### src/sv/nrmc_pkg.sv
// ----------------------------------------------------------------------------
// NMEA RMC field extractor package
// Shared types and character constants for the RMC sentence parser.
// ----------------------------------------------------------------------------
package nrmc_pkg;

   localparam int MAX_FIELD_CHARS_DEFAULT = 16;

   localparam logic [7:0] CHAR_DOLLAR = 8'h24;
   localparam logic [7:0] CHAR_COMMA  = 8'h2C;
   localparam logic [7:0] CHAR_R      = 8'h52;
   localparam logic [7:0] CHAR_M      = 8'h4D;
   localparam logic [7:0] CHAR_C      = 8'h43;
   localparam logic [7:0] CHAR_A      = 8'h41;

   // Header offset after the '$' and the last header byte.
   localparam logic [2:0] HDR_FIRST = 3'd1;
   localparam logic [2:0] HDR_R     = 3'd3;
   localparam logic [2:0] HDR_M     = 3'd4;
   localparam logic [2:0] HDR_C     = 3'd5;
   localparam logic [2:0] HDR_DONE  = 3'd6;

   // Field numbers counted by commas after the header.
   localparam logic [3:0] FIELD_TIME   = 4'd1;
   localparam logic [3:0] FIELD_STATUS = 4'd2;
   localparam logic [3:0] FIELD_LAT    = 4'd3;
   localparam logic [3:0] FIELD_LON    = 4'd5;
   localparam logic [3:0] FIELD_DATE   = 4'd9;

   // Time and date fields are cut to this many characters.
   localparam int SHORT_FIELD_CHARS = 6;

   typedef enum logic [2:0] {
      KIND_TIME   = 3'd0,
      KIND_STATUS = 3'd1,
      KIND_LAT    = 3'd2,
      KIND_LON    = 3'd3,
      KIND_DATE   = 3'd4,
      KIND_END    = 3'd5
   } kind_type;

   typedef struct packed {
      kind_type   kind;
      logic [7:0] char_value;
      logic [3:0] char_pos;
      logic       fix_valid;
   } result_type;

endpackage

### src/sv/nmea_rmc_field_extractor.sv
// ----------------------------------------------------------------------------
// NMEA RMC field extractor
// Picks the time, status, position and date characters out of RMC sentences.
// ----------------------------------------------------------------------------
// The req_ channel carries one received byte per word. The rsp_ channel
// returns tagged characters: kind tells the field, char_pos the place of the
// character in it, and a sentence-end word carries fix_valid.
// Most bytes (header, unused fields, commas but the last) make no result word.
// A byte is held in an input register; the parser logic behind it decides
// the result, which is loaded into the result register when that register
// has room and then appears on rsp_valid.
// One byte is accepted every cycle unless a stall holds one back as below;
// the parser step between the input and result registers is combinational.
// If the receiver stalls with a word waiting, the next byte that produces a
// result waits in the input register and req_ready drops; bytes that give no
// result keep flowing.
// Synchronous reset empties both registers and returns the parser to idle,
// waiting for a '$'.
// ----------------------------------------------------------------------------
module nmea_rmc_field_extractor #(
   parameter int MAX_FIELD_CHARS = nrmc_pkg::MAX_FIELD_CHARS_DEFAULT
) (
   input  logic       clock,
   input  logic       reset,
   input  logic       req_valid,
   output logic       req_ready,
   input  logic [7:0] req_rx_byte,
   output logic       rsp_valid,
   input  logic       rsp_ready,
   output logic [2:0] rsp_kind,
   output logic [7:0] rsp_char_value,
   output logic [3:0] rsp_char_pos,
   output logic       rsp_fix_valid
);

   logic                 out_free;
   logic                 res_load;
   nrmc_pkg::result_type res;
   nrmc_pkg::result_type rsp_data;

   nrmc_parser #(
      .MAX_FIELD_CHARS(MAX_FIELD_CHARS)
   ) u_parser (
      .clock       (clock),
      .reset       (reset),
      .req_valid   (req_valid),
      .req_ready   (req_ready),
      .req_rx_byte (req_rx_byte),
      .out_free    (out_free),
      .res_load    (res_load),
      .res         (res)
   );

   nrmc_rsp_reg u_rsp_reg (
      .clock     (clock),
      .reset     (reset),
      .res_load  (res_load),
      .res       (res),
      .out_free  (out_free),
      .rsp_valid (rsp_valid),
      .rsp_ready (rsp_ready),
      .rsp_data  (rsp_data)
   );

   assign rsp_kind       = rsp_data.kind;
   assign rsp_char_value = rsp_data.char_value;
   assign rsp_char_pos   = rsp_data.char_pos;
   assign rsp_fix_valid  = rsp_data.fix_valid;

endmodule

### src/sv/nrmc_parser.sv
// ----------------------------------------------------------------------------
// NMEA RMC parser stage
// Holds the received byte in an input register, tracks the sentence state and
// decides the tagged character, if any, that the byte produces.
// ----------------------------------------------------------------------------
module nrmc_parser #(
   parameter int MAX_FIELD_CHARS = nrmc_pkg::MAX_FIELD_CHARS_DEFAULT
) (
   input  logic                 clock,
   input  logic                 reset,
   input  logic                 req_valid,
   output logic                 req_ready,
   input  logic [7:0]           req_rx_byte,
   input  logic                 out_free,
   output logic                 res_load,
   output nrmc_pkg::result_type res
);

   localparam int CW = $clog2(MAX_FIELD_CHARS + 1);
   localparam logic [CW-1:0] MaxCount   = CW'(MAX_FIELD_CHARS);
   localparam logic [CW-1:0] ShortCount = CW'(nrmc_pkg::SHORT_FIELD_CHARS);

   logic          byte_valid_ff;
   logic [7:0]    byte_ff;

   logic          in_sentence_ff, in_sentence_in;
   logic [2:0]    header_pos_ff, header_pos_in;
   logic [3:0]    field_index_ff, field_index_in;
   logic [CW-1:0] count_ff, count_in;
   logic          status_is_a_ff, status_is_a_in;

   logic          has_result;
   logic          advance;
   logic          header_ok;

   // The held word moves on when it produces nothing or the result register
   // has room for it.
   assign advance   = byte_valid_ff && (!has_result || out_free);
   assign req_ready = !byte_valid_ff || advance;
   assign res_load  = advance && has_result;

   always_ff @(posedge clock) begin
      if (reset) begin
         byte_valid_ff <= 1'b0;
      end else if (req_ready) begin
         byte_valid_ff <= req_valid;
      end
   end

   always_ff @(posedge clock) begin
      if (req_valid && req_ready) begin
         byte_ff <= req_rx_byte;
      end
   end

   always_ff @(posedge clock) begin
      if (reset) begin
         in_sentence_ff <= 1'b0;
         header_pos_ff  <= '0;
         field_index_ff <= '0;
         count_ff       <= '0;
         status_is_a_ff <= 1'b0;
      end else if (advance) begin
         in_sentence_ff <= in_sentence_in;
         header_pos_ff  <= header_pos_in;
         field_index_ff <= field_index_in;
         count_ff       <= count_in;
         status_is_a_ff <= status_is_a_in;
      end
   end

   always_comb begin
      case (header_pos_ff)
         nrmc_pkg::HDR_R: header_ok = (byte_ff == nrmc_pkg::CHAR_R);
         nrmc_pkg::HDR_M: header_ok = (byte_ff == nrmc_pkg::CHAR_M);
         nrmc_pkg::HDR_C: header_ok = (byte_ff == nrmc_pkg::CHAR_C);
         default:         header_ok = 1'b1;
      endcase
   end

   always_comb begin
      in_sentence_in = in_sentence_ff;
      header_pos_in  = header_pos_ff;
      field_index_in = field_index_ff;
      count_in       = count_ff;
      status_is_a_in = status_is_a_ff;
      has_result     = 1'b0;
      res.kind       = nrmc_pkg::KIND_TIME;
      res.char_value = byte_ff;
      res.char_pos   = count_ff[3:0];
      res.fix_valid  = 1'b0;

      if (byte_ff == nrmc_pkg::CHAR_DOLLAR) begin
         in_sentence_in = 1'b1;
         header_pos_in  = nrmc_pkg::HDR_FIRST;
         field_index_in = '0;
         count_in       = '0;
         status_is_a_in = 1'b0;
      end else if (!in_sentence_ff) begin
         // Bytes outside a sentence are dropped.
      end else if (header_pos_ff < nrmc_pkg::HDR_DONE) begin
         if (header_ok) begin
            header_pos_in = header_pos_ff + 3'd1;
         end else begin
            in_sentence_in = 1'b0;
            header_pos_in  = '0;
            field_index_in = '0;
            count_in       = '0;
            status_is_a_in = 1'b0;
         end
      end else if (byte_ff == nrmc_pkg::CHAR_COMMA) begin
         if (field_index_ff == nrmc_pkg::FIELD_DATE) begin
            has_result     = 1'b1;
            res.kind       = nrmc_pkg::KIND_END;
            res.char_value = '0;
            res.char_pos   = '0;
            res.fix_valid  = status_is_a_ff;
            in_sentence_in = 1'b0;
            header_pos_in  = '0;
            field_index_in = '0;
            count_in       = '0;
            status_is_a_in = 1'b0;
         end else begin
            field_index_in = field_index_ff + 4'd1;
            count_in       = '0;
         end
      end else begin
         case (field_index_ff)
            nrmc_pkg::FIELD_TIME: begin
               has_result = (count_ff < ShortCount);
               res.kind   = nrmc_pkg::KIND_TIME;
            end
            nrmc_pkg::FIELD_STATUS: begin
               has_result = (count_ff == '0);
               res.kind   = nrmc_pkg::KIND_STATUS;
               if (count_ff == '0) begin
                  status_is_a_in = (byte_ff == nrmc_pkg::CHAR_A);
               end
            end
            nrmc_pkg::FIELD_LAT: begin
               has_result = (count_ff < MaxCount);
               res.kind   = nrmc_pkg::KIND_LAT;
            end
            nrmc_pkg::FIELD_LON: begin
               has_result = (count_ff < MaxCount);
               res.kind   = nrmc_pkg::KIND_LON;
            end
            nrmc_pkg::FIELD_DATE: begin
               has_result = (count_ff < ShortCount);
               res.kind   = nrmc_pkg::KIND_DATE;
            end
            default: begin
               has_result = 1'b0;
            end
         endcase
         if (count_ff < MaxCount) begin
            count_in = count_ff + CW'(1);
         end
      end
   end

   a_idle_clear: assert property (@(posedge clock) disable iff (reset)
      !in_sentence_ff |-> (header_pos_ff == '0) && (field_index_ff == '0))
      else $error("idle parser holds stale header or field state");

   a_header_range: assert property (@(posedge clock) disable iff (reset)
      header_pos_ff <= nrmc_pkg::HDR_DONE)
      else $error("header position past end of header");

   a_field_range: assert property (@(posedge clock) disable iff (reset)
      field_index_ff <= nrmc_pkg::FIELD_DATE)
      else $error("field index past the date field");

   a_count_sat: assert property (@(posedge clock) disable iff (reset)
      count_ff <= MaxCount)
      else $error("field character count past saturation");

   a_fields_after_header: assert property (@(posedge clock) disable iff (reset)
      (field_index_ff != '0) |-> (header_pos_ff == nrmc_pkg::HDR_DONE))
      else $error("field counted before header complete");

endmodule

### src/sv/nrmc_rsp_reg.sv
// ----------------------------------------------------------------------------
// NMEA RMC result register
// Holds one tagged character until the receiver takes it.
// ----------------------------------------------------------------------------
module nrmc_rsp_reg (
   input  logic                 clock,
   input  logic                 reset,
   input  logic                 res_load,
   input  nrmc_pkg::result_type res,
   output logic                 out_free,
   output logic                 rsp_valid,
   input  logic                 rsp_ready,
   output nrmc_pkg::result_type rsp_data
);

   logic                 valid_ff;
   nrmc_pkg::result_type data_ff;

   assign out_free  = !valid_ff || rsp_ready;
   assign rsp_valid = valid_ff;
   assign rsp_data  = data_ff;

   always_ff @(posedge clock) begin
      if (reset) begin
         valid_ff <= 1'b0;
      end else if (res_load) begin
         valid_ff <= 1'b1;
      end else if (rsp_ready) begin
         valid_ff <= 1'b0;
      end
   end

   always_ff @(posedge clock) begin
      if (res_load) begin
         data_ff <= res;
      end
   end

   a_no_overwrite: assert property (@(posedge clock) disable iff (reset)
      (valid_ff && !rsp_ready) |-> !res_load)
      else $error("result register loaded while holding an untaken word");

   a_end_fields: assert property (@(posedge clock) disable iff (reset)
      (valid_ff && data_ff.kind == nrmc_pkg::KIND_END) |->
         (data_ff.char_value == '0) && (data_ff.char_pos == '0))
      else $error("end marker carries character data");

   a_fix_only_end: assert property (@(posedge clock) disable iff (reset)
      (valid_ff && data_ff.fix_valid) |-> (data_ff.kind == nrmc_pkg::KIND_END))
      else $error("fix flag set on a character word");

endmodule
### config.mk
export PLATFORM = sky130hd
export DESIGN_NAME = nmea_rmc_field_extractor
export DESIGN_NICKNAME = d
export VERILOG_FILES = /design/src/sv/nrmc_pkg.sv /design/src/sv/nmea_rmc_field_extractor.sv /design/src/sv/nrmc_parser.sv /design/src/sv/nrmc_rsp_reg.sv
export SDC_FILE = /design/constraint.sdc
export NUM_CORES = 1
export LEC_CHECK = 0
export BUFFER_PORTS_ARGS = -buffer_cell sky130_fd_sc_hd__buf_2
export CAP_MARGIN = 20
export CORE_MARGIN = 1
export CORE_UTILIZATION = 53
export DETAILED_ROUTE_END_ITERATION = 6
export HOLD_SLACK_MARGIN = 0.03
export PLACE_DENSITY_LB_ADDON = 0.2
export SLEW_MARGIN = 40
export SYNTH_ARGS = -nofsm -noshare
export SYNTH_HDL_FRONTEND = slang
export SYNTH_HIERARCHICAL = 1
export SYNTH_SLANG_ARGS = --single-unit
### constraint.sdc
create_clock -name clock -period 3.7 [get_ports clock]
set_input_delay 0.37 -clock clock [delete_from_list [all_inputs] [get_ports clock]]
set_output_delay 0.37 -clock clock [all_outputs]
set_load 0.05 [all_outputs]
After elaboration in Yosys (flattened, before gate mapping):

Index checks and enable logic that the tools add are counted.

* register bits after elaboration: 40
* bits of input ports: 12
* logic and storage cells: 110

* add/subtract/negate cells: 3
* order comparisons: 3
* equality and inequality tests: 16
* multiplexer cells: 48
* bitwise logic cells: 3
* reductions and logical operators: 25

Operators with widths (count)
* $mux W13: 4
* $eq A8 B7 Y1 const B: 4
* $mux W5: 6
* $mux W4: 6
* $mux W1: 21
* $mux W3: 7
* $eq A8 B6 Y1 const B: 2
* $mux W16: 1
* $pmux W3 S4: 1
* $reduce_and A4 Y1: 3
* $reduce_bool A4 Y1: 3
* $eq A4 B2 Y1 const B: 2
* $eq A3 B3 Y1 const B: 2
* $pmux W1 S3: 2
* $reduce_and A6 Y1: 1
* $reduce_bool A3 Y1: 2
* $add A5 B1 Y5 const B: 1
* $logic_not A5 Y1: 1
* $lt A5 B3 Y1 const B: 1
* $lt A5 B5 Y1 const B: 1
* $reduce_or A5 Y1: 1
* $add A4 B1 Y4 const B: 1
* $eq A4 B1 Y1 const B: 1
* $eq A4 B3 Y1 const B: 1
* 13 further kinds: 23

Depth between registers and ports, before layout:

Gate-level depths: netlist of the first run.

* depth in word-level cells: 12
* mapped depth: 10
* depth with buffers taken out: 9

Hierarchy:

Netlist of the first run, hierarchy kept.

By module, submodules not included
* nrmc_parser: instances 1, cells each 178, area an instance 1511.4 um^2
* nrmc_rsp_reg: instances 1, cells each 20, area an instance 526.8 um^2

Worst setup path before layout of the first run:

OpenSTA, ideal clock, no wires.

* path kind: reg-to-reg
* from: reg u_parser.byte_ff[1]
* to: reg u_rsp_reg.data_ff, in the netlist u_rsp_reg/rsp_data[0] (enable)
* data arrival time: 2.438 ns
* required time: 3.288 ns
* path slack: 0.850 ns
* stages on the path, launching flop included: 6
* path buffers: 0
* path through: edfxtp_1 nor4b_2 and2_1 a221o_1 nand2_1 nor3_1

* word-level cells in the longest chain between the ends: 9
* elaborated cells between the ends (all ways): 10
* classes of those cells: eq/ne: 2; mux: 4; reduce/logical: 4

RTL lines
* start: declaration: RTL line nrmc_parser.sv:24 `logic [7:0] byte_ff;`
* start signal: assignment: RTL line nrmc_parser.sv:52 `byte_ff <= req_rx_byte;`
* $eq A8 B6 Y1: RTL line nrmc_parser.sv:111 `end else if (byte_ff == nrmc_pkg::CHAR_COMMA) begin`
* $mux W1: RTL line nrmc_parser.sv:111
* $mux W1: RTL line nrmc_parser.sv:101 `end else if (header_pos_ff < nrmc_pkg::HDR_DONE) begin`
* $mux W1: RTL line nrmc_parser.sv:99 `end else if (!in_sentence_ff) begin`
* $mux W1 *: RTL line nrmc_parser.sv:93 `if (byte_ff == nrmc_pkg::CHAR_DOLLAR) begin`
* $logic_not A1 Y1: RTL line nrmc_parser.sv:38 `assign advance = byte_valid_ff && (!has_result || out_free);`
* $logic_or A1 B1 Y1: RTL line nrmc_parser.sv:38
* $logic_and A1 B1 Y1: RTL line nrmc_parser.sv:38
* $logic_and A1 B1 Y1 *: RTL line nrmc_parser.sv:40 `assign res_load = advance && has_result;`
* via res_load: RTL line nmea_rmc_field_extractor.sv:37 `logic res_load;`
* end signal: assignment: RTL line nrmc_rsp_reg.sv:35 `data_ff <= res;`
* end: declaration: RTL line nrmc_rsp_reg.sv:17 `nrmc_pkg::result_type data_ff;`

Mark *: on every way through the listed nets, which the timed path passes. The rest lies on a longest branch.
A chain may end at the register's enable or synchronous reset.

Worst setup path in the final report of the first run:

* from: reg u_parser.byte_ff[0]
* to: out req_ready

* word-level cells in the longest chain between the ends: 9
* elaborated cells between the ends (all ways): 10
* classes of those cells: eq/ne: 2; mux: 4; reduce/logical: 4

RTL lines
* $eq A8 B6 Y1: RTL line nrmc_parser.sv:111
* $mux W1: RTL line nrmc_parser.sv:111
* $mux W1: RTL line nrmc_parser.sv:101
* $mux W1: RTL line nrmc_parser.sv:99
* $mux W1 *: RTL line nrmc_parser.sv:93
* $logic_not A1 Y1 *: RTL line nrmc_parser.sv:38
* $logic_or A1 B1 Y1 *: RTL line nrmc_parser.sv:38
* $logic_and A1 B1 Y1 *: RTL line nrmc_parser.sv:38
* $logic_or A1 B1 Y1 *: RTL line nrmc_parser.sv:39 `assign req_ready = !byte_valid_ff || advance;`
* end: declaration: RTL line nmea_rmc_field_extractor.sv:26 `output logic req_ready,`

Every way passes the cells marked *; elsewhere a longest branch is shown, timed or not.

==> reports/qor.yml, run 1 <==
finalCriticalPeriod_ps: 2670
multiInputGateArea_um2: 901
ir_drop_mv: 0.267
drive_gt1_share_pct: 23.9
initial_core_util_pct: 55.7
crit_path_top_delay_cell: "edfxtp_1"
required_ps: 3330
p_clk_share_pct: 40.8
initialDrtViolationCount: 155
synth_cell_type_count: 55
clk_latency_ps: 290
switchingPower_uw: 181
register_area_mm2: 0.00104
rsz0062_at_grt: "no"
cp_common_cell: "nand2_1"
skew_ps: 6.44
vias: 1624
switching_share_pct: 20.7
cts-root-buf: "clkbuf_8"
critPathCaptureType: "output pin"
grt.total_usage_pct: 22.7
drc: 0
fillers: 311
synth_enable_flop_cells: 24
tightest_slew_ps: 806
portBuffers: 29
gp_congestion: 0.926
finalSetupTns_ps: 0
power_leakage_uw: 0.000795
max_freq_mhz: 374
rows: 22
ant_nets: 0
numCtsBuffers: 5
cp_data_arrival_time_ps: 2300
slowest_delay_ps: 500
clock-sinks: 40
drv_cap: 0
hold_violations: 0
die_h_um: 64.0
intPower_uw: 690
yosys_warnings: 6
synthArstFlopShare_pct: 0
dp_hpwl_mm: 3.01
relSlewSlack_pct: 46.2
yosysSeqAreaShare_pct: 51.1
core_area_mm2: 0.00366
io_pins: 30
wl_per_cell_um: 15.1
p_comb_share_pct: 2.9
path_clk_slew_ps: 70
whs_ps: 249
drt_pass1_iterations: 4
cts_max_path_buffers: 2
grt_pass1_vias: 1548
cts_setup_buffers: 0
drt-total-wl_mm: 4.14
syn_inst: 198
area_delta_synth_final_pct: 13.9
layout_common_cells: "29 x buf_2, 24 x edfxtp_1, 16 x dfxtp_1"
crit_buf_inv: 1
status: "finished, final reports clean"
layout_commonest_cell: "buf_2"
path_class: "reg -> out"
ys.flop_type: "edfxtp_1"
cts_tree: "yes"
fin_crit_sh_pct: 72.3
grt_max_degree: 18
dieArea_mm2: 0.00410
crit_family: "simple AND/OR/NAND/NOR gates"
cts_resized: 0
vias_per_cell: 5.93
synth_seq_cells: 40
finalSetupViolCount: 0
antennaDiodeCount: 0
crit_path_max_fanout: 8
cts_max_level: 2
start_kind: "register"
pwr-share-seq_pct: 56.3
cts_hold_buf: 0
antenna_found_initial: 0
synth_area_mm2: 0.00204
grt_overflow: 0
hp-class: "in -> reg"
avgSynthCellArea_um2: 10.3
nets: 242
cellPowerDensity_mw_per_mm2: 375
syn-num-nets: 215
grt_first_pass_wirelength_mm: 7.13
die_w_um: 64.0
finalMaxSlewViolations: 0
crit_chain: "nor3b_1, and2_1, a221o_1, nand2_1, nor2_1, nand2_1, buf_2"
==> area by class of cell <==
cell class | count | area share, %
Clock inverter | 3 | 1.83
Timing Repair Buffer | 30 | 6.57
Sequential cell | 40 | 44.8
Tap cell | 48 | 2.59
Inverter | 15 | 2.42
Clock buffer | 5 | 2.96
Multi-Input combinational cell | 133 | 38.8
==> worst register-to-register path, stage by stage, from the launching register on <==
cell      delay, ps
edfxtp_1        500
nor3b_1         340
and2_1          290
a21oi_1         170
nand2_1         140
nor2_1           80
a21oi_1         650
==> layer usage <==
metal	part of all wire, %	up-vias	GRT usage (%)
li1	-	793	-
met1	47	762	29.0
met2	46	61	37.4
met3	5.5	8	4.82
met4	1.5	0	8.81
met5	0	-	0
==> power by group through the flow <==
| stage | clock (uW) | sequential, uW | combinational [uW] |
|---|---|---|---|
| floorplan | 0 | 495 | 19.0 |
| global placement | 0 | 500 | 24.1 |
| detailed placement | 0 | 500 | 25.0 |
| CTS | 365 | 490 | 25.2 |
| global route | 379 | 492 | 28.1 |
| finish | 355 | 490 | 25.0 |
==> Yosys cell counts, types with 2 or more instances <==
library cell   n  share of area (%)
clkbuf_1       8                1.5
nor2b_1        8                2.5
edfxtp_1      24                 35
o22ai_1        2               0.61
o32ai_1        3                1.3
a31oi_1        3               0.92
nor2_1        15                2.8
o21ai_0        6                1.5
o41ai_1        2               0.86
nand3_1        7                1.7
inv_1         14                2.6
dfxtp_1       16                 16
a211oi_1       2               0.74
or4_1          4                1.5
nand2_1       11                2.0
a21oi_1       12                2.9
nor3b_1        3                1.1
a21oi_2        2               0.86
buf_4          2               0.74
ha_1           5                3.1
nor3_1         3               0.74
and2_1         4                1.2
nand2b_1       3               0.92
nand4_1        4                1.2
and3_1         3               0.92
nor4_1         3               0.92
==> flip-flops by register name, indices dropped and copies added (netlist names) <==
register	flops
u_parser/byte_ff	8
u_rsp_reg/rsp_data	16
u_parser/field_index_ff	4
u_parser/count_ff	5
u_parser/status_is_a_ff	1
u_rsp_reg/rsp_valid	1
u_parser/header_pos_ff	3
u_parser/byte_valid_ff	1
u_parser/in_sentence_ff	1
==> final timing paths <==
path | startpoint | endpoint | slack [ps] | cells after the start
setup / recovery | u_parser/byte_ff[0] | req_ready | 1030 | 7
hold / removal | req_rx_byte[1] | u_parser/byte_ff[1] | 250 | 1
setup reg to reg | u_parser/byte_ff[0] | u_parser/byte_ff[6] | 1160 | 6
hold reg to reg | u_parser/byte_ff[6] | u_rsp_reg/rsp_data[11] | 490 | 0
==> metrics by stage <==
| step | area [um2] | cells | total power [uW] | worst slack [ps] | util, % |
|---|---|---|---|---|---|
| final | 2320 | 274 | 871 | 1030 | 63.4 |
| after global routing | 2320 | 274 | 899 | 781 | 63.4 |
| after CTS | 2320 | 274 | 880 | 1010 | 63.4 |
| after detailed placement | 2210 | 266 | 525 | 1150 | 60.4 |
| after global placement | 2210 | 266 | 524 | 1350 | 60.4 |
| after floorplan | 2040 | 198 | 514 | 850 | - |
==> cell families (layout without fill, tap and decap cells) <==
family | Yosys count | in the layout | share of synthesized area [%]
compound gates | 47 | 47 | 17.3
xor+xnor | 1 | 1 | 0.430
fa+ha+maj | 5 | 5 | 3.07
buf+inv | 25 | 53 | 4.97
flops | 40 | 40 | 51.1
mux | 1 | 1 | 0.552
simple gates | 79 | 79 | 22.6
Note: power is estimated with default switching activity, not from simulation.
==> run 2, diff against run 1 <==
- CORE_UTILIZATION: 53 -> 51
- clock period: 3.7 -> 2.4 ns (I/O delays scaled with it)
==> run 2 against run 1 <==
Via count increased by 6.0%. Count of clock-buffer cells in the layout increased by 1. Die area increased by 3.8%. Clock power increased by 48%. Critical path type unchanged. Highest routed layer unchanged. Wire length increased by 11%. Cell count increased by 6.2%. Critical path depth unchanged. Clock skew decreased by 1.6 ps. Non-clock buffer count increased by 17.
==> reports/qor.yml, run 2 (synthesized netlist as in run 1, its figures left out) <==
dp_hpwl_mm: 3.27  # +8.6%
start_kind: "register"
slowest_delay_ps: 430  # -70 ps
cellPowerDensity_mw_per_mm2: 532  # +42%
rr_worst_depth: 8  # +2
skew_ps: 4.81  # -1.63 ps
cts_hold_buf: 0  # unchanged
drive_gt1_share_pct: 33.7  # +9.9 points
cts_tree: "yes"
fillers: 297  # -4.5%
core_area_mm2: 0.00374  # +2.3%
dieArea_mm2: 0.00425  # +3.8%
max_freq_mhz: 443
drt-total-wl_mm: 4.59  # +11%
grt_overflow: 0  # unchanged
initialDrtViolationCount: 154  # -0.65%
die_w_um: 65.2  # +1.9%
required_ps: 2160  # -1170 ps
r2r_end: "u_parser/field_index_ff[2]"
rows: 22  # unchanged
antennaDiodeCount: 0  # unchanged
vias: 1721  # +6.0%
hp-class: "in -> reg"
largest_reg_flops: 16  # unchanged
ant_nets: 0  # unchanged
power_leakage_uw: 0.000922  # +16%
rsz0062_at_grt: "no"
min-delay-start: "req_rx_byte[3]"
status: "finished, final reports clean"
initial_core_util_pct: 54.4  # -1.2 points
tightest_slew_ps: 630  # -176 ps
fin_crit_sh_pct: 94.1
drt_pass1_iterations: 5  # +1
clock-sinks: 40  # unchanged
path_class: "reg -> out"
die_h_um: 65.2  # +1.9%
grt_max_degree: 18  # unchanged
grt_first_pass_wirelength_mm: 7.65  # +7.2%
layout_commonest_cell: "buf_2"
crit_chain: "nor4b_4, and2_4, a221o_1, nand2_2, nor2_4, nand2_2, buf_8"
vias_per_cell: 5.91  # -0.22%
clk_latency_ps: 280  # about the same
min_path_cells: 1  # unchanged
wl_per_cell_um: 15.8  # +4.3%
relSlewSlack_pct: 57.8  # +12 points
cts-root-buf: "clkbuf_8"
cts_max_path_buffers: 2  # unchanged
place_ws_ps: -14.0  # -1160 ps
worst-r2r-setup-slack_ps: 150  # -1010 ps
numCtsBuffers: 5  # unchanged
cp_common_cell: "nand2_2"
cts_max_level: 2  # unchanged
total_power_uw: 1340  # +54%
finalMaxSlewViolations: 0  # unchanged
finalSetupViolCount: 0  # unchanged
finalWorstSetupSlack_ps: 142  # -883 ps
grt_pass1_vias: 1681  # +8.6%
cp_data_arrival_time_ps: 2020  # -280 ps
area_delta_synth_final_pct: 23.8
antenna_found_initial: 0  # unchanged
hold_end: "u_parser/byte_ff[3]"
layout_common_cells: "28 x buf_2, 24 x edfxtp_1, 18 x buf_4"
crit_path_max_fanout: 4  # -4
portBuffers: 29  # unchanged
reg2reg_from: "u_parser/count_ff[0]"
grt.total_usage_pct: 23.6  # +0.94 points
gp_congestion: 0.961  # +3.8%
drc: 0  # unchanged
whs_ps: 125  # -124 ps
crit_path_top_delay_cell: "edfxtp_1"
path_clk_slew_ps: 70  # about the same
nets: 259  # +7.0%
finalCriticalPeriod_ps: 2260
ir_drop_mv: 0.359  # +34%
hold_violations: 0  # unchanged
drv_cap: 0  # unchanged
critPathCaptureType: "output pin"
io_pins: 30  # unchanged
[run 2: metrics by stage]
step | setup TNS [ps] | util [%] | instances | area (um2)
2_1_floorplan | 0 | - | 198 | 2040
3_3_place_gp | 0 | 61.7 | 279 | 2310
3_5_place_dp | -110 | 61.7 | 279 | 2310
4_1_cts | 0 | 64.8 | 287 | 2430
5_1_grt | 0 | 67.4 | 291 | 2520
6_report | 0 | 67.4 | 291 | 2520
[run 2: cell type report]
class                           count  area, um2  area share (%)
Sequential cell                    40       1050            41.4
Multi-Input combinational cell    133        963            38.2
Timing Repair Buffer               47        290            11.5
Clock buffer                        6       72.6            2.88
Tap cell                           48       60.1            2.38
Inverter                           15       56.3            2.23
Clock inverter                      2       35.0            1.39
[run 2: repair_timing]
| item | in CTS | in global routing |
|---|---|---|
| resized for setup | 2 | 20 |
| cloned | 0 | 0 |
| setup buffers | 0 | 5 |
| pin swaps | 1 | 8 |
| endpoints found under the setup margin | 9 | 10 |
[run 2: where the power goes]
group | switching (uW) | total, uW | internal, uW | leakage, uW
sequential | 12.5 | 751 | 739 | 0.000341
clock | 218 | 526 | 308 | 0.0000552
combinational | 36.4 | 65.7 | 29.3 | 0.000526
[run 2: worst max-delay path, delay by kind of cell (launching register included)]
family,cells,cell delay [ps]
simple gates,5,920
buf+inv,1,160
flops,1,430
compound gates,1,220
[run 2: how the worst max path moves through the flow]
stage                                     from                   endpoint  cells past startpoint
final                      u_parser/byte_ff[1]                  req_ready                      7
after global routing       u_parser/byte_ff[1]  u_parser/header_pos_ff[2]                      8
after CTS                 u_parser/count_ff[0]        u_parser/byte_ff[4]                      7
after detailed placement   u_parser/byte_ff[7]        u_parser/byte_ff[3]                      6
after global placement     u_parser/byte_ff[6]       u_parser/count_ff[3]                      7
after floorplan            u_parser/byte_ff[1]      u_rsp_reg/rsp_data[0]                      5
[run 2: routing by layer]
layer  GRT usage, %  wire length [um]
met1           29.1              1940
met2           39.3              2320
met3           5.21               238
met4           10.6                92
met5              0                 0
